==> config.mk <==
export PLATFORM = sky130hd
export DESIGN_NAME = string_escape_decoder_flat
export DESIGN_NICKNAME = d
export VERILOG_FILES = /design/src/rtl/core/sed_pkg.sv /design/src/rtl/core/sed_if.sv /design/src/rtl/core/string_escape_decoder.sv /design/src/rtl/core/sed_decode.sv /design/src/rtl/core/sed_outq.sv /design/src/flat_wrapper.sv
export SDC_FILE = /design/constraint.sdc
export NUM_CORES = 1
export LEC_CHECK = 0
export BUFFER_PORTS_ARGS = -buffer_cell sky130_fd_sc_hd__buf_2
export CAP_MARGIN = 20
export CORE_ASPECT_RATIO = 1.2
export CORE_MARGIN = 1
export CORE_UTILIZATION = 35
export DETAILED_ROUTE_END_ITERATION = 10
export HOLD_SLACK_MARGIN = 0.03
export PLACE_DENSITY = 0.54
export SLEW_MARGIN = 20
export SYNTH_ARGS = -nofsm -noshare
export SYNTH_HDL_FRONTEND = slang
export SYNTH_HIERARCHICAL = 1
export SYNTH_SLANG_ARGS = --single-unit
==> constraint.sdc <==
create_clock -name i_clk -period 7.6 [get_ports i_clk]
set_clock_uncertainty 0.1 [all_clocks]
set_input_delay 0 -clock i_clk [delete_from_list [all_inputs] [get_ports i_clk]]
set_output_delay 0 -clock i_clk [all_outputs]
set_load 0.01 [all_outputs]
==> src/rtl/core/sed_pkg.sv <==
package sed_pkg;

    // result slots set aside per input byte, one of each kind: escape value, plain byte, end flush
    localparam int SED_MAX_RES     = 3;
    localparam int SED_QUEUE_DEPTH = 4;

    typedef enum logic [1:0] {
        MODE_NORMAL    = 2'd0,
        MODE_BACKSLASH = 2'd1,
        MODE_HEX       = 2'd2,
        MODE_OCTAL     = 2'd3
    } t_mode;

    localparam logic [7:0] CH_NUL       = 8'h00;
    localparam logic [7:0] CH_BACKSLASH = 8'h5C;
    localparam logic [7:0] CH_X         = 8'h78;
    localparam logic [7:0] CH_0         = 8'h30;
    localparam logic [7:0] CH_9         = 8'h39;
    localparam logic [7:0] CH_LA        = 8'h61;
    localparam logic [7:0] CH_LF        = 8'h66;
    localparam logic [7:0] CH_UA        = 8'h41;
    localparam logic [7:0] CH_UF        = 8'h46;
    localparam logic [7:0] CH_R         = 8'h72;
    localparam logic [7:0] CH_A         = 8'h61;
    localparam logic [7:0] CH_B         = 8'h62;
    localparam logic [7:0] CH_E         = 8'h65;
    localparam logic [7:0] CH_N         = 8'h6E;
    localparam logic [7:0] CH_T         = 8'h74;

    localparam logic [7:0] CODE_CR  = 8'd13;
    localparam logic [7:0] CODE_BEL = 8'd7;
    localparam logic [7:0] CODE_BS  = 8'd8;
    localparam logic [7:0] CODE_ESC = 8'd27;
    localparam logic [7:0] CODE_LF  = 8'd10;
    localparam logic [7:0] CODE_TAB = 8'd9;

    typedef struct packed {
        logic [7:0] data;
        logic       has;
        logic       last;
    } t_result;

    typedef struct packed {
        logic [1:0]                    num;
        t_result [SED_MAX_RES-1:0]     res;
    } t_result_set;

    typedef struct packed {
        logic       ok;
        logic [3:0] val;
    } t_hex;

    function automatic logic [7:0] map_escape(input logic [7:0] b);
        case (b)
            CH_R:    return CODE_CR;
            CH_A:    return CODE_BEL;
            CH_B:    return CODE_BS;
            CH_E:    return CODE_ESC;
            CH_N:    return CODE_LF;
            CH_T:    return CODE_TAB;
            default: return b;
        endcase
    endfunction

    function automatic logic is_dec(input logic [7:0] b);
        return (b >= CH_0) && (b <= CH_9);
    endfunction

    // low nibble of '0'..'9' is the digit; 'a'..'f' and 'A'..'F' have 1..6 there
    function automatic t_hex hex_digit(input logic [7:0] b);
        t_hex h;
        h.ok  = 1'b0;
        h.val = b[3:0];
        if (is_dec(b)) begin
            h.ok = 1'b1;
        end else if (((b >= CH_LA) && (b <= CH_LF)) || ((b >= CH_UA) && (b <= CH_UF))) begin
            h.ok  = 1'b1;
            h.val = b[3:0] + 4'd9;
        end
        return h;
    endfunction

    function automatic t_result mk_result(input logic [7:0] data, input logic has);
        t_result r;
        r.data = data;
        r.has  = has;
        r.last = 1'b0;
        return r;
    endfunction

endpackage

==> src/rtl/core/sed_if.sv <==
interface sed_in_if;
    logic       valid;
    logic       ready;
    logic [7:0] in_byte;
    logic       in_last;

    modport source (output valid, output in_byte, output in_last, input ready);
    modport sink   (input valid, input in_byte, input in_last, output ready);
endinterface

interface sed_out_if;
    logic       valid;
    logic       ready;
    logic [7:0] out_byte;
    logic       out_has_byte;
    logic       out_last;

    modport source (output valid, output out_byte, output out_has_byte, output out_last,
                    input ready);
    modport sink   (input valid, input out_byte, input out_has_byte, input out_last,
                    output ready);
endinterface

==> src/rtl/core/string_escape_decoder.sv <==
// Decodes the body of a C-style string literal, one raw byte per input transfer with a
// last flag, into decoded bytes (backslash escapes: \x hex, decimal-digit octal, named
// control codes; a zero byte stops decoding for the rest of the literal). Each literal
// ends in exactly one result with out_last set, a bare marker with out_has_byte low if
// the final byte gives nothing else. Input bytes are taken one per cycle while each gives
// at most one result and the output is ready. The result queue drains one transfer per
// cycle while the output is ready, so every extra result of a byte holds the input back
// once the queue slack is used up; the default depth of 4 absorbs one extra result, depth
// 3 none. A byte goes through the input register, then decode into the result queue.
// QUEUE_DEPTH (3 or more) sets the result queue size.
module string_escape_decoder #(
    parameter int QUEUE_DEPTH = sed_pkg::SED_QUEUE_DEPTH
) (
    input  logic      i_clk,
    input  logic      i_rst_n,
    sed_in_if.sink    i_in,
    sed_out_if.source o_out
);
    import sed_pkg::*;

    logic        r_in_vld;
    logic [7:0]  r_in_byte;
    logic        r_in_last;
    logic        w_room;
    logic        w_fire;
    t_result_set w_set;

    assign w_fire     = r_in_vld && w_room;
    assign i_in.ready = !r_in_vld || w_fire;

    always_ff @(posedge i_clk) begin
        if (!i_rst_n) begin
            r_in_vld <= 1'b0;
        end else if (i_in.ready) begin
            r_in_vld <= i_in.valid;
        end
    end

    always_ff @(posedge i_clk) begin
        if (i_in.valid && i_in.ready) begin
            r_in_byte <= i_in.in_byte;
            r_in_last <= i_in.in_last;
        end
    end

    sed_decode u_decode (
        .i_clk   (i_clk),
        .i_rst_n (i_rst_n),
        .i_fire  (w_fire),
        .i_byte  (r_in_byte),
        .i_last  (r_in_last),
        .o_res   (w_set)
    );

    sed_outq #(
        .DEPTH (QUEUE_DEPTH)
    ) u_outq (
        .i_clk   (i_clk),
        .i_rst_n (i_rst_n),
        .i_push  (w_fire),
        .i_set   (w_set),
        .o_room  (w_room),
        .o_out   (o_out)
    );

endmodule

==> src/rtl/core/sed_decode.sv <==
module sed_decode (
    input  logic                 i_clk,
    input  logic                 i_rst_n,
    input  logic                 i_fire,
    input  logic [7:0]           i_byte,
    input  logic                 i_last,
    output sed_pkg::t_result_set o_res
);
    import sed_pkg::*;

    t_mode      r_mode, n_mode, pr_mode;
    logic [1:0] r_cnt, n_cnt, pr_cnt;
    logic [7:0] r_val, n_val, pr_val;
    logic       r_stop, n_stop, pr_stop;

    logic       w_esc;
    logic [7:0] w_esc_val;
    logic       w_plain;
    t_hex       w_hex;
    logic [7:0] w_acc_hex;
    logic [7:0] w_acc_oct;
    logic [1:0] w_cnt_inc;

    assign w_hex     = hex_digit(i_byte);
    assign w_acc_hex = {r_val[3:0], w_hex.val};
    assign w_acc_oct = {r_val[4:0], 3'b000} + {4'b0000, i_byte[3:0]};
    assign w_cnt_inc = r_cnt + 2'd1;

    // next state: state after this byte, before the end-of-literal reset
    always_comb begin
        pr_mode   = r_mode;
        pr_cnt    = r_cnt;
        pr_val    = r_val;
        pr_stop   = r_stop;
        w_esc     = 1'b0;
        w_esc_val = r_val;
        w_plain   = 1'b0;
        if (!r_stop) begin
            case (r_mode)
                MODE_BACKSLASH: begin
                    if (i_byte == CH_X) begin
                        pr_mode = MODE_HEX;
                        pr_cnt  = 2'd0;
                        pr_val  = 8'd0;
                    end else if (is_dec(i_byte)) begin
                        pr_mode = MODE_OCTAL;
                        pr_cnt  = 2'd1;
                        pr_val  = {4'b0000, i_byte[3:0]};
                    end else begin
                        w_esc     = 1'b1;
                        w_esc_val = map_escape(i_byte);
                        pr_mode   = MODE_NORMAL;
                    end
                end
                MODE_HEX: begin
                    if (w_hex.ok) begin
                        pr_val = w_acc_hex;
                        if (w_cnt_inc >= 2'd2) begin
                            w_esc     = 1'b1;
                            w_esc_val = w_acc_hex;
                            pr_mode   = MODE_NORMAL;
                            pr_cnt    = 2'd0;
                        end else begin
                            pr_cnt = w_cnt_inc;
                        end
                    end else begin
                        w_esc   = 1'b1;
                        pr_mode = MODE_NORMAL;
                        pr_cnt  = 2'd0;
                        w_plain = 1'b1;
                    end
                end
                MODE_OCTAL: begin
                    if (is_dec(i_byte)) begin
                        pr_val = w_acc_oct;
                        if (w_cnt_inc == 2'd3) begin
                            w_esc     = 1'b1;
                            w_esc_val = w_acc_oct;
                            pr_mode   = MODE_NORMAL;
                            pr_cnt    = 2'd0;
                        end else begin
                            pr_cnt = w_cnt_inc;
                        end
                    end else begin
                        w_esc   = 1'b1;
                        pr_mode = MODE_NORMAL;
                        pr_cnt  = 2'd0;
                        w_plain = 1'b1;
                    end
                end
                default: begin
                    w_plain = 1'b1;
                end
            endcase
            if (w_plain) begin
                if (i_byte == CH_NUL) begin
                    pr_stop = 1'b1;
                end else if (i_byte == CH_BACKSLASH) begin
                    pr_mode = MODE_BACKSLASH;
                end
            end
        end
    end

    always_comb begin
        if (i_last) begin
            n_mode = MODE_NORMAL;
            n_cnt  = 2'd0;
            n_val  = 8'd0;
            n_stop = 1'b0;
        end else begin
            n_mode = pr_mode;
            n_cnt  = pr_cnt;
            n_val  = pr_val;
            n_stop = pr_stop;
        end
    end

    // outputs: escape value first, then the plain byte, then the end flush or bare end marker
    always_comb begin
        logic [1:0] k;
        logic [1:0] kl;
        k     = 2'd0;
        kl    = 2'd0;
        o_res = '0;
        if (w_esc) begin
            o_res.res[k] = mk_result(w_esc_val, 1'b1);
            k            = k + 2'd1;
        end
        if (w_plain && (i_byte != CH_NUL) && (i_byte != CH_BACKSLASH)) begin
            o_res.res[k] = mk_result(i_byte, 1'b1);
            k            = k + 2'd1;
        end
        if (i_last) begin
            if (!pr_stop) begin
                if (pr_mode == MODE_BACKSLASH) begin
                    o_res.res[k] = mk_result(8'd0, 1'b1);
                    k            = k + 2'd1;
                end else if ((pr_mode == MODE_HEX) || (pr_mode == MODE_OCTAL)) begin
                    o_res.res[k] = mk_result(pr_val, 1'b1);
                    k            = k + 2'd1;
                end
            end
            if (k == 2'd0) begin
                o_res.res[k] = mk_result(8'd0, 1'b0);
                k            = k + 2'd1;
            end
            kl                     = k - 2'd1;
            o_res.res[kl].last     = 1'b1;
        end
        o_res.num = k;
    end

    always_ff @(posedge i_clk) begin
        if (!i_rst_n) begin
            r_mode <= MODE_NORMAL;
            r_cnt  <= 2'd0;
            r_val  <= 8'd0;
            r_stop <= 1'b0;
        end else if (i_fire) begin
            r_mode <= n_mode;
            r_cnt  <= n_cnt;
            r_val  <= n_val;
            r_stop <= n_stop;
        end
    end

endmodule

==> src/rtl/core/sed_outq.sv <==
module sed_outq #(
    parameter int DEPTH = sed_pkg::SED_QUEUE_DEPTH
) (
    input  logic                 i_clk,
    input  logic                 i_rst_n,
    input  logic                 i_push,
    input  sed_pkg::t_result_set i_set,
    output logic                 o_room,
    sed_out_if.source            o_out
);
    import sed_pkg::*;

    localparam int CW = $clog2(DEPTH + 1);

    t_result       r_q [DEPTH];
    t_result       n_q [DEPTH];
    logic [CW-1:0] r_cnt, n_cnt;
    logic [CW-1:0] w_base;
    logic          w_pop;

    assign w_pop  = (r_cnt != '0) && o_out.ready;
    // room for a full result set, counting the slot freed by this cycle's transfer
    assign o_room = ({1'b0, r_cnt} + (CW+1)'(SED_MAX_RES))
                    <= ((CW+1)'(DEPTH) + {{CW{1'b0}}, w_pop});
    assign w_base = r_cnt - {{(CW-1){1'b0}}, w_pop};

    always_comb begin
        n_q = r_q;
        if (w_pop) begin
            for (int i = 0; i < DEPTH - 1; i++) begin
                n_q[i] = r_q[i+1];
            end
        end
        if (i_push) begin
            for (int i = 0; i < DEPTH; i++) begin
                for (int k = 0; k < SED_MAX_RES; k++) begin
                    if ((k < int'(i_set.num))
                        && (({1'b0, w_base} + (CW+1)'(k)) == (CW+1)'(i))) begin
                        n_q[i] = i_set.res[k];
                    end
                end
            end
        end
    end

    always_comb begin
        n_cnt = w_base;
        if (i_push) begin
            n_cnt = w_base + CW'(i_set.num);
        end
    end

    always_ff @(posedge i_clk) begin
        if (!i_rst_n) begin
            r_cnt <= '0;
        end else begin
            r_cnt <= n_cnt;
        end
    end

    always_ff @(posedge i_clk) begin
        r_q <= n_q;
    end

    assign o_out.valid        = (r_cnt != '0);
    assign o_out.out_byte     = r_q[0].data;
    assign o_out.out_has_byte = r_q[0].has;
    assign o_out.out_last     = r_q[0].last;

endmodule

==> src/flat_wrapper.sv <==
// flat-port wrapper written by rule: the top's interface ports become plain ports
module string_escape_decoder_flat import sed_pkg::*;
#(
    parameter int QUEUE_DEPTH = sed_pkg::SED_QUEUE_DEPTH
)
  (i_clk, i_rst_n, i_in_valid, i_in_in_byte, i_in_in_last, i_in_ready, o_out_valid, o_out_out_byte, o_out_out_has_byte, o_out_out_last, o_out_ready);
  sed_in_if i_in_i ();
  sed_out_if o_out_i ();
  input  logic i_clk;
  input  logic i_rst_n;
  input wire logic [$bits(i_in_i.valid)-1:0] i_in_valid;
  input wire logic [$bits(i_in_i.in_byte)-1:0] i_in_in_byte;
  input wire logic [$bits(i_in_i.in_last)-1:0] i_in_in_last;
  output wire logic [$bits(i_in_i.ready)-1:0] i_in_ready;
  output wire logic [$bits(o_out_i.valid)-1:0] o_out_valid;
  output wire logic [$bits(o_out_i.out_byte)-1:0] o_out_out_byte;
  output wire logic [$bits(o_out_i.out_has_byte)-1:0] o_out_out_has_byte;
  output wire logic [$bits(o_out_i.out_last)-1:0] o_out_out_last;
  input wire logic [$bits(o_out_i.ready)-1:0] o_out_ready;
  assign i_in_i.valid = i_in_valid;
  assign i_in_i.in_byte = i_in_in_byte;
  assign i_in_i.in_last = i_in_in_last;
  assign i_in_ready = i_in_i.ready;
  assign o_out_valid = o_out_i.valid;
  assign o_out_out_byte = o_out_i.out_byte;
  assign o_out_out_has_byte = o_out_i.out_has_byte;
  assign o_out_out_last = o_out_i.out_last;
  assign o_out_i.ready = o_out_ready;
  string_escape_decoder #(.QUEUE_DEPTH(QUEUE_DEPTH)) u_core (.i_clk(i_clk), .i_rst_n(i_rst_n), .i_in(i_in_i), .o_out(o_out_i));
endmodule
==> flow_summary.json, run 1 <==
{
  "core_area_um2": 16800,
  "grt_pass1_vias": 5507,
  "ir_drop_uv": 108,
  "io_pins": 25,
  "htree_levels": 3,
  "synth_edf_count": 19,
  "clk_latency_ns": 0.35,
  "relSlewSlack_pct": 34.3,
  "dr.pass1.iters": 7,
  "yosys.area_share.simple_pct": 21.8,
  "timing_worst_slew_pin_value_ns": 0.981,
  "rows": 52,
  "hold_viol": 0,
  "synth_nets": 737,
  "yosys-mux-area-fraction_pct": 14.6,
  "root_buffer": "clkbuf_16",
  "drv_cap": 0,
  "period_share_pct": 82.1,
  "dp_hpwl_um": 14700,
  "cp_max_fo": 21,
  "cp_data_required_time_ns": 7.49,
  "gp_congestion": 0.998,
  "worstSetupEndpointType": "register",
  "portBuffers": 24,
  "fin_nets": 741,
  "floorplan.die_area_um2": 17700,
  "die_w_um": 122,
  "setup_viol": 0,
  "status": "completed",
  "antenna_left": 0,
  "fin_hold_ws_ns": 0.259,
  "ys_warn_count": 6,
  "postSynth.asyncResetShare_pct": 0,
  "vias_per_cell": 6.13,
  "layout_commonest_cell": "mux2i_1",
  "criticalPathCategory": "register to register",
  "clk_pin_slew_ns": 0.06,
  "syn_to_final_growth_pct": 9.89,
  "synthCells": 699,
  "hold_path_class": "input pin to register",
  "detail_route.wl_per_cell_um": 20.9,
  "p_leak_nw": 2.82,
  "num_vias": 5660,
  "die_h_um": 145,
  "antenna_cells": 0,
  "synth_compound_area_share_pct": 24.8,
  "startpoint_type": "register",
  "cts_buffers": 9,
  "synthAdderAreaFrac_pct": 5.34,
  "grt_pass1_wl_um": 30500,
  "maxSlewViolCount": 0,
  "synthFlopType": "dfxtp_1",
  "drt-total-wl_um": 19300,
  "antenna_found_initial": 0,
  "synth_area_um2": 6000,
  "worstPathArrival_ns": 6.14,
  "initialDrtViolationCount": 535,
  "timing.fmax_mhz": 160,
  "drc_errors": 0,
  "gr-total-overflow": 0,
  "yosysSeqAreaShare_pct": 25.2,
  "ys_types": 97,
  "numClockSinks": 66,
  "mostFrequentLayoutCells": "mux2i_1, nand2_1, nor2_1",
  "grt_max_degree": 32,
  "hp-start": "i_in_in_byte[1]",
  "synth_top_family_by_area": "compound AO/OA/AOI/OAI gates",
  "crit_start": "u_core/r_in_byte[0]",
  "rsz0062_at_grt": "false",
  "track_usage_pct": 22.5,
  "setup_tns_ns": 0,
  "rr_startpoint": "u_core/r_in_byte[0]",
  "synth_xor_area_share_pct": 1.00,
  "fin_crit_ns": 6.24,
  "cts_tree": "built",
  "layout-drive-gt1-share_pct": 15.0,
  "ys_seq_elements": 66,
  "initial_core_util_pct": 35.7,
  "avgSynthCellArea_um2": 8.58,
  "clk_path_buf_depth": 2,
  "p_per_area_nw_per_um2": 258
}
[layer usage]
layer | vias to the layer above | part of all wire [%] | global-route usage (%)
met4 | 0 | 5.7 | 14.1
met1 | 2677 | 40 | 25.6
met5 | - | 0 | 0
li1 | 2635 | - | -
met2 | 269 | 49 | 37.8
met3 | 79 | 5.8 | 4.58
[worst paths after layout]
check | depth (start not counted) | slack, ns | end
setup / recovery | 19 | 1.36 | u_core/u_outq/r_q[5]
hold reg to reg | 2 | 0.44 | u_core/u_outq/o_out.out_byte[6]
setup reg to reg | 19 | 1.36 | u_core/u_outq/r_q[5]
hold / removal | 2 | 0.26 | u_core/r_in_byte[1]
[what timing repair did]
action                                  in CTS  in global routing
buffers inserted                             0                  0
gates resized for setup                      0                  0
endpoints found under the setup margin       0                  0
hold endpoints to repair                    35                  0
hold buffers                                12                  0
[cells in the mapped netlist, types with 3 or more instances]
master,count,area (µm²)
nor3_1,20,100
nor2b_1,5,31.3
or3_1,4,25.0
nand3_1,18,90.1
a2111oi_0,3,26.3
a31oi_1,10,62.6
clkinv_1,3,11.3
a22oi_1,15,113
o21ai_1,22,110
nand2_2,4,25.0
o21ai_0,13,65.1
o211ai_1,4,30.0
buf_1,3,11.3
inv_1,29,109
nand4_1,4,25.0
a21oi_1,32,160
xnor2_1,3,26.3
nor4_1,14,87.6
ha_1,24,300
o31ai_1,7,52.6
nor2_1,53,199
mux2i_1,85,851
a211oi_1,8,60.1
nand2_1,53,199
edfxtp_1,19,571
or4_1,5,37.5
a221o_1,4,40.0
nand2b_1,9,56.3
o21a_1,4,30.0
buf_4,12,90.1
a221oi_1,4,35.0
dfxtp_1,47,941
clkbuf_1,19,71.3
a221oi_2,11,165
and2_1,15,93.8
o22ai_1,11,68.8
and4_1,3,26.3
inv_2,3,11.3
a211o_1,12,105
buf_6,7,78.8
buf_2,12,60.1
[through the flow]
step / cells / worst slack [ns] / utilization [%] / power (mW) / instance area [µm²]
2_1_floorplan: 699 / 2.36 / - / 1.15 / 6000
3_3_place_gp: 896 / 1.62 / 36.7 / 1.25 / 6150
3_5_place_dp: 896 / 1.44 / 36.7 / 1.27 / 6150
4_1_cts: 924 / 1.40 / 39.3 / 1.72 / 6590
5_1_grt: 924 / 0.775 / 39.3 / 1.83 / 6590
6_report: 924 / 1.36 / 39.3 / 1.70 / 6590
[power by group]
group | switching [mW] | leakage [nW] | total [mW] | internal, mW
sequential | 0.0670 | 0.567 | 0.536 | 0.469
combinational | 0.404 | 2.10 | 0.729 | 0.325
clock | 0.175 | 0.157 | 0.438 | 0.264
[kinds of logic (layout without fill, tap and decap cells)]
family / after synthesis / count (layout)
compound gates: 193 / 193
xor+xnor: 6 / 6
fa+ha+maj: 25 / 25
buf+inv: 88 / 97
flops: 66 / 66
mux: 87 / 87
simple gates: 234 / 234
[worst max-delay path, cell delays in order (launching register included)]
cell and delay (ns):
edfxtp_1 0.55, inv_1 0.20, ha_1 0.35, nor3b_2 0.34
o22ai_1 0.18, a21oi_1 0.49, o311a_4 0.42, inv_2 0.10
ha_1 0.33, nand2_1 0.12, o21bai_1 0.13, o21ai_0 0.16
ha_1 0.32, or4b_1 0.52, o311ai_1 0.11, buf_4 0.22
nand3_1 0.35, nor2_1 0.22, buf_4 0.24, o21a_1 0.43
[state kept, by name, summed over array words and instances (netlist names)]
register                          cells
u_core/r_in_byte                      8
u_core/r_in_last                      1
u_core/u_decode/r_mode                2
u_core/u_outq/o_out.out_has_byte      1
u_core/u_decode/r_cnt                 2
u_core/u_outq/o_out.out_byte          8
u_core/u_outq/r_q                    30
u_core/u_outq/r_cnt                   3
u_core/u_decode/r_stop                1
u_core/r_in_vld                       1
u_core/u_decode/r_val                 8
u_core/u_outq/o_out.out_last          1
[cell type report]
class	instances	area (µm²)
Tap cell	216	270
Timing Repair Buffer	46	315
Fill cell	1694	10200
Clock buffer	11	275
Inverter	35	131
Sequential cell	66	1510
Clock inverter	5	40.0
Multi-Input combinational cell	545	4050
Power figures use the tool's default switching activity.
==> run 2: changes to the inputs <==
--- a/config.mk
+++ b/config.mk
@@ -12,7 +12,7 @@
 export CORE_UTILIZATION = 35
 export DETAILED_ROUTE_END_ITERATION = 10
 export HOLD_SLACK_MARGIN = 0.03
-export PLACE_DENSITY = 0.54
+export PLACE_DENSITY = 0.56
 export SLEW_MARGIN = 20
 export SYNTH_ARGS = -nofsm -noshare
 export SYNTH_HDL_FRONTEND = slang
==> constraint.sdc (replaced) <==
create_clock -name i_clk -period 5.25 [get_ports i_clk]
set_clock_uncertainty 0.1 [all_clocks]
set_input_delay 0 -clock i_clk [delete_from_list [all_inputs] [get_ports i_clk]]
set_output_delay 0 -clock i_clk [all_outputs]
set_load 0.01 [all_outputs]
==> run 2 against run 1 <==
- register-to-register slack lost 1.1 ns
- total power grew 44%
- largest power group unchanged
- first-iteration DRC count grew 8.4%
==> flow_summary.json, run 2 (same netlist as run 1, synthesis figures left out) <==
{
  "path_cells": "inv_1 > ha_1 > nand2b_1 > nand2b_1 > a21oi_4 > buf_4 > o311a_1 > o21ai_1 > xor2_2 > inv_1 > ha_2 > or4b_1 > o311ai_1 > nand2_1 > or4_1 > buf_4 > mux2i_1 > mux2i_1",
  "largest_reg_flops": 30,
  "hold_depth": 2,
  "syn_to_final_growth_pct": 13.8,
  "setup_viol": 0,
  "top_register": "u_core/u_outq/r_q",
  "cts_buffers": 9,
  "layout_commonest_cell": "mux2i_1",
  "drt-total-wl_um": 18800,
  "cpPeakStageDelay_ns": 0.52,
  "antenna_left": 0,
  "criticalPathCategory": "register to register",
  "core_area_um2": 16800,
  "maxSlewViolCount": 0,
  "floorplan.die_area_um2": 17700,
  "num_vias": 5711,
  "dp_slack_ns": 0.0412,
  "layout-drive-gt1-share_pct": 19.4,
  "worstSetupEndpointType": "register",
  "cp_data_required_time_ns": 5.37,
  "hp-start": "i_in_in_byte[3]",
  "htree_levels": 3,
  "clk_path_buf_depth": 2,
  "r2r-end": "u_core/u_outq/o_out.out_byte[7]",
  "fin_ws_ns": 0.267,
  "rows": 52,
  "dr.pass1.iters": 5,
  "p_leak_nw": 2.97,
  "root_buffer": "clkbuf_16",
  "drv_cap": 0,
  "grt_pass1_wl_um": 29900,
  "mostFrequentLayoutCells": "mux2i_1, nand2_1, nor2_1",
  "dp_hpwl_um": 14400,
  "hold_path_class": "input pin to register",
  "drc_errors": 0,
  "grt_max_degree": 31,
  "timing.fmax_mhz": 201,
  "portBuffers": 24,
  "worstPathArrival_ns": 5.10,
  "grt_pass1_vias": 5534,
  "rsz0062_at_grt": "false",
  "timing_worst_slew_pin_value_ns": 1.05,
  "min_to": "u_core/r_in_byte[3]",
  "setup_tns_ns": 0,
  "startpoint_type": "register",
  "reg2reg_slack_ns": 0.27,
  "antenna_cells": 0,
  "fin_crit_ns": 4.98,
  "antenna_found_initial": 0,
  "die_w_um": 122,
  "cts_tree": "built",
  "io_pins": 25,
  "detail_route.wl_per_cell_um": 19.7,
  "status": "completed",
  "initial_core_util_pct": 35.7,
  "gp_congestion": 0.924,
  "die_h_um": 145,
  "ir_drop_uv": 162,
  "numClockSinks": 66,
  "vias_per_cell": 5.98,
  "rr_worst_depth": 18,
  "clk_latency_ns": 0.34,
  "rr_startpoint": "u_core/r_in_byte[0]",
  "gr-total-overflow": 0,
  "initialDrtViolationCount": 580,
  "cp_max_fo": 11,
  "period_share_pct": 94.9,
  "hold_viol": 0,
  "cp_slowest_cell": "or4b_1",
  "relSlewSlack_pct": 29.2,
  "p_per_area_nw_per_um2": 359,
  "clk_pin_slew_ns": 0.07,
  "fin_nets": 772,
  "track_usage_pct": 21.8
}
==> run 2: worst max path at each step <==
stage                        start                              end  slack (ns)  cells after the start
4_1_cts        u_core/r_in_byte[0]             u_core/u_outq/r_q[9]        0.01                     19
3_5_place_dp   u_core/r_in_byte[0]             u_core/u_outq/r_q[4]        0.04                     18
2_1_floorplan  u_core/r_in_byte[0]             u_core/u_outq/r_q[0]        0.01                     19
5_1_grt        u_core/r_in_byte[0]  u_core/u_outq/o_out.out_byte[4]      0.0005                     18
3_3_place_gp   u_core/r_in_byte[0]             u_core/u_outq/r_q[2]        0.25                     16
6_report       u_core/r_in_byte[0]  u_core/u_outq/o_out.out_byte[7]        0.27                     18
==> run 2: worst max-delay path, delay by kind of cell, from the launching register on <==
family | cells | cell delay, ns
AND/OR/NAND/NOR | 5 | 1.62
AO/OA/AOI/OAI | 4 | 1.06
buffers and inverters | 4 | 0.62
adder cells (fa/ha/maj) | 2 | 0.54
flip-flops | 1 | 0.42
multiplexers | 2 | 0.29
XOR/XNOR | 1 | 0.20
==> run 2: layout make-up <==
class,count,area (µm²)
clock buffer,10,229
clock inverter,6,40.0
fill,1679,9960
inverter,35,131
multi-input combinational,545,4100
sequential,66,1510
tap,216,270
timing repair buffer,77,548
==> run 2: power by group <==
group	switching (mW)	internal (mW)	leakage [nW]
combinational	0.623	0.495	2.26
sequential	0.0817	0.678	0.567
clock	0.252	0.321	0.137
total	0.956	1.49	2.97
==> run 2: per-layer routing <==
metal | global-route usage (%) | wire length (µm) | part of all wire (%) | vias up
met3 | 3.64 | 975 | 5.2 | 61
li1 | - | - | - | 2696
met2 | 36.2 | 9200 | 49 | 235
met1 | 26.6 | 7830 | 42 | 2719
met5 | 0 | 0 | 0 | -
met4 | 11.3 | 836 | 4.4 | 0
==> run 2: per-stage QoR <==
stage / area (µm²) / hold WS (ns) / util [%] / total power, mW / instances
CTS: 6760 / 0.245 / 40.3 / 2.45 / 953
floorplan: 6000 / -0.00113 / - / 1.67 / 699
detailed placement: 6370 / 0.0783 / 38.0 / 1.87 / 925
finish: 6830 / 0.266 / 40.7 / 2.45 / 955
global placement: 6370 / 0.0794 / 38.0 / 1.83 / 925
global route: 6830 / 0.262 / 40.7 / 2.61 / 955
==> run 2: repair_timing <==
action                                  CTS  global route
hold buffers                             12             0
buffers inserted                          0             2
hold endpoints to repair                 35             0
endpoints found under the setup margin    0            50
gates resized for setup                   0            12
==> run 3: changes to the inputs <==
--- a/config.mk
+++ b/config.mk
@@ -12,7 +12,7 @@
 export CORE_UTILIZATION = 35
 export DETAILED_ROUTE_END_ITERATION = 10
 export HOLD_SLACK_MARGIN = 0.03
-export PLACE_DENSITY = 0.56
+export PLACE_DENSITY = 0.54
 export SLEW_MARGIN = 20
 export SYNTH_ARGS = -nofsm -noshare
 export SYNTH_HDL_FRONTEND = slang
==> constraint.sdc (replaced) <==
create_clock -name i_clk -period 5.15 [get_ports i_clk]
set_clock_uncertainty 0.1 [all_clocks]
set_input_delay 0 -clock i_clk [delete_from_list [all_inputs] [get_ports i_clk]]
set_output_delay 0 -clock i_clk [all_outputs]
set_load 0.01 [all_outputs]
==> run 3 against run 2 <==
- die area is the same
- combinational power is essentially flat
- count of clock-buffer cells in the layout grew 2
- clock power grew 11%
- design area grew 0.79%
- first-iteration DRC count shrank 17%
- highest routed layer unchanged
==> flow_summary.json, run 3 (same netlist as run 1, synthesis figures left out) <==
{
  "fin_nets": 766,
  "syn_to_final_growth_pct": 14.7,
  "track_usage_pct": 21.8,
  "switching_share_pct": 37.8,
  "maxSlewViolCount": 0,
  "io_pins": 25,
  "clk_latency_ns": 0.35,
  "p_clk_share_pct": 25.0,
  "initialDrtViolationCount": 483,
  "p_leak_nw": 2.96,
  "cp_data_required_time_ns": 5.28,
  "die_h_um": 145,
  "post_cts_buffers": 0,
  "initial_core_util_pct": 35.7,
  "criticalPathCategory": "register to register",
  "status": "completed",
  "p_int_mw": 1.59,
  "die_w_um": 122,
  "rr_worst_depth": 17,
  "multi_input_area_um2": 4150,
  "relSlewSlack_pct": 45.7,
  "numClockSinks": 66,
  "drv_cap": 0,
  "drc_errors": 0,
  "grt_max_degree": 31,
  "seq_power_share_pct": 30.4,
  "clk_path_buf_depth": 2,
  "dr.pass1.iters": 5,
  "gp_congestion": 0.922,
  "top_register": "u_core/u_outq/r_q",
  "seq_area_um2": 1510,
  "htree_levels": 3,
  "cp_max_fo": 12,
  "rsz0062_at_grt": "false",
  "hold_viol": 0,
  "num_vias": 5611,
  "reg2reg_slack_ns": 0.31,
  "grt_pass1_wl_um": 29900,
  "antenna_found_initial": 0,
  "r2r-end": "u_core/u_outq/o_out.out_byte[4]",
  "antenna_left": 0,
  "ir_drop_uv": 159,
  "detail_route.wl_per_cell_um": 19.6,
  "period_share_pct": 94.0,
  "gr-total-overflow": 0,
  "min_to": "u_core/r_in_byte[3]",
  "drt-total-wl_um": 18600,
  "fin_area_um2": 6880,
  "rr_startpoint": "u_core/r_in_byte[0]",
  "fin_crit_ns": 4.84,
  "grt_pass1_vias": 5626,
  "root_buffer": "clkbuf_16",
  "layout-drive-gt1-share_pct": 19.5,
  "mostFrequentLayoutCells": "mux2i_1, nand2_1, nor2_1",
  "cts_tree": "built",
  "hold_path_class": "input pin to register",
  "p_sw_uw": 965,
  "timing.fmax_mhz": 207,
  "vias_per_cell": 5.91,
  "cts_buffers": 9,
  "portBuffers": 24,
  "floorplan.die_area_um2": 17700,
  "layout_commonest_cell": "mux2i_1",
  "timing_worst_slew_pin_value_ns": 0.808,
  "setup_viol": 0,
  "hp-start": "i_in_in_byte[3]",
  "place_area_um2": 6340,
  "hold_depth": 2,
  "dp_hpwl_um": 14200,
  "core_area_um2": 16800,
  "startpoint_type": "register",
  "pwr-share-comb_pct": 44.6,
  "worstPathArrival_ns": 4.97,
  "rows": 52,
  "setup_tns_ns": 0,
  "clk_pin_slew_ns": 0.06,
  "largest_reg_flops": 30,
  "p_per_area_nw_per_um2": 371,
  "worstSetupEndpointType": "register",
  "nFillCells": 1681
}
[run 3: cell count changes in the layout (fill, tap and decap cells not counted), sizes merged]
cell | before | now
diode | 0 | 1
clkbuf | 10 | 12
inv | 35 | 34
clkinv | 6 | 5
buf | 65 | 59
[run 3: worst max-delay path by stage]
stage                                   start                              end  slack, ns
after floorplan           u_core/r_in_byte[0]             u_core/u_outq/r_q[0]       0.02
after global placement    u_core/r_in_byte[3]  u_core/u_outq/o_out.out_byte[1]       0.06
after detailed placement  u_core/r_in_byte[0]     u_core/u_outq/o_out.out_last      -0.13
after CTS                 u_core/r_in_byte[0]     u_core/u_outq/o_out.out_last       0.04
after global routing      u_core/r_in_byte[1]            u_core/u_outq/r_q[12]       0.03
final                     u_core/r_in_byte[0]  u_core/u_outq/o_out.out_byte[4]       0.31
[run 3: area by class of cell]
class,count,share of cell area [%]
tap,216,3.93
inverter,35,1.91
timing repair buffer,71,7.36
clock inverter,4,0.418
antenna,1,0.0364
multi-input combinational,545,60.3
sequential,66,22.0
clock buffer,12,4.05
[run 3: metrics by stage]
stage / cells / util, % / setup slack, ns / power, mW / hold WS (ns)
2_1_floorplan: 699 / - / 0.0194 / 1.70 / -0.00113
3_3_place_gp: 921 / 37.8 / 0.0623 / 1.86 / 0.0766
3_5_place_dp: 921 / 37.8 / -0.127 / 1.90 / 0.0781
4_1_cts: 949 / 40.5 / 0.0376 / 2.55 / 0.250
5_1_grt: 949 / 41.0 / 0.0252 / 2.73 / 0.265
6_report: 950 / 41.0 / 0.311 / 2.55 / 0.255
[run 3: per-layer routing]
metal | track usage, % | wire [µm] | part of all wire, %
met3 | 4.47 | 957 | 5.1
met1 | 26.0 | 7880 | 42
met4 | 12.1 | 762 | 4.1
met5 | 0 | 0 | 0
met2 | 36.1 | 9010 | 48
[run 3: worst max-delay path, stage by stage, from the launching register on]
cell	delay [ns]
edfxtp_1	0.47
inv_2	0.17
ha_2	0.25
and2_1	0.20
o31a_2	0.22
a21oi_4	0.08
o311a_4	0.46
ha_2	0.43
xor2_2	0.20
inv_1	0.09
ha_2	0.22
or4b_1	0.56
o311ai_4	0.16
nand2_1	0.13
or4_1	0.44
o21ai_1	0.16
nand2_4	0.17
mux2i_1	0.18
[run 3: power by group through the flow]
stage | logic (mW) | registers, mW | clock network [mW]
detailed placement | 1.11 | 0.789 | 0
floorplan | 0.942 | 0.761 | 0
global route | 1.26 | 0.799 | 0.670
CTS | 1.13 | 0.778 | 0.649
finish | 1.14 | 0.776 | 0.638
global placement | 1.08 | 0.780 | 0
[run 3: what timing repair did]
item                       in CTS  in global routing
hold endpoints to repair       35                  0
gates cloned                    0                  0
resized for setup               4                 17
setup endpoints to repair      39                 52
hold buffers                   12                  0
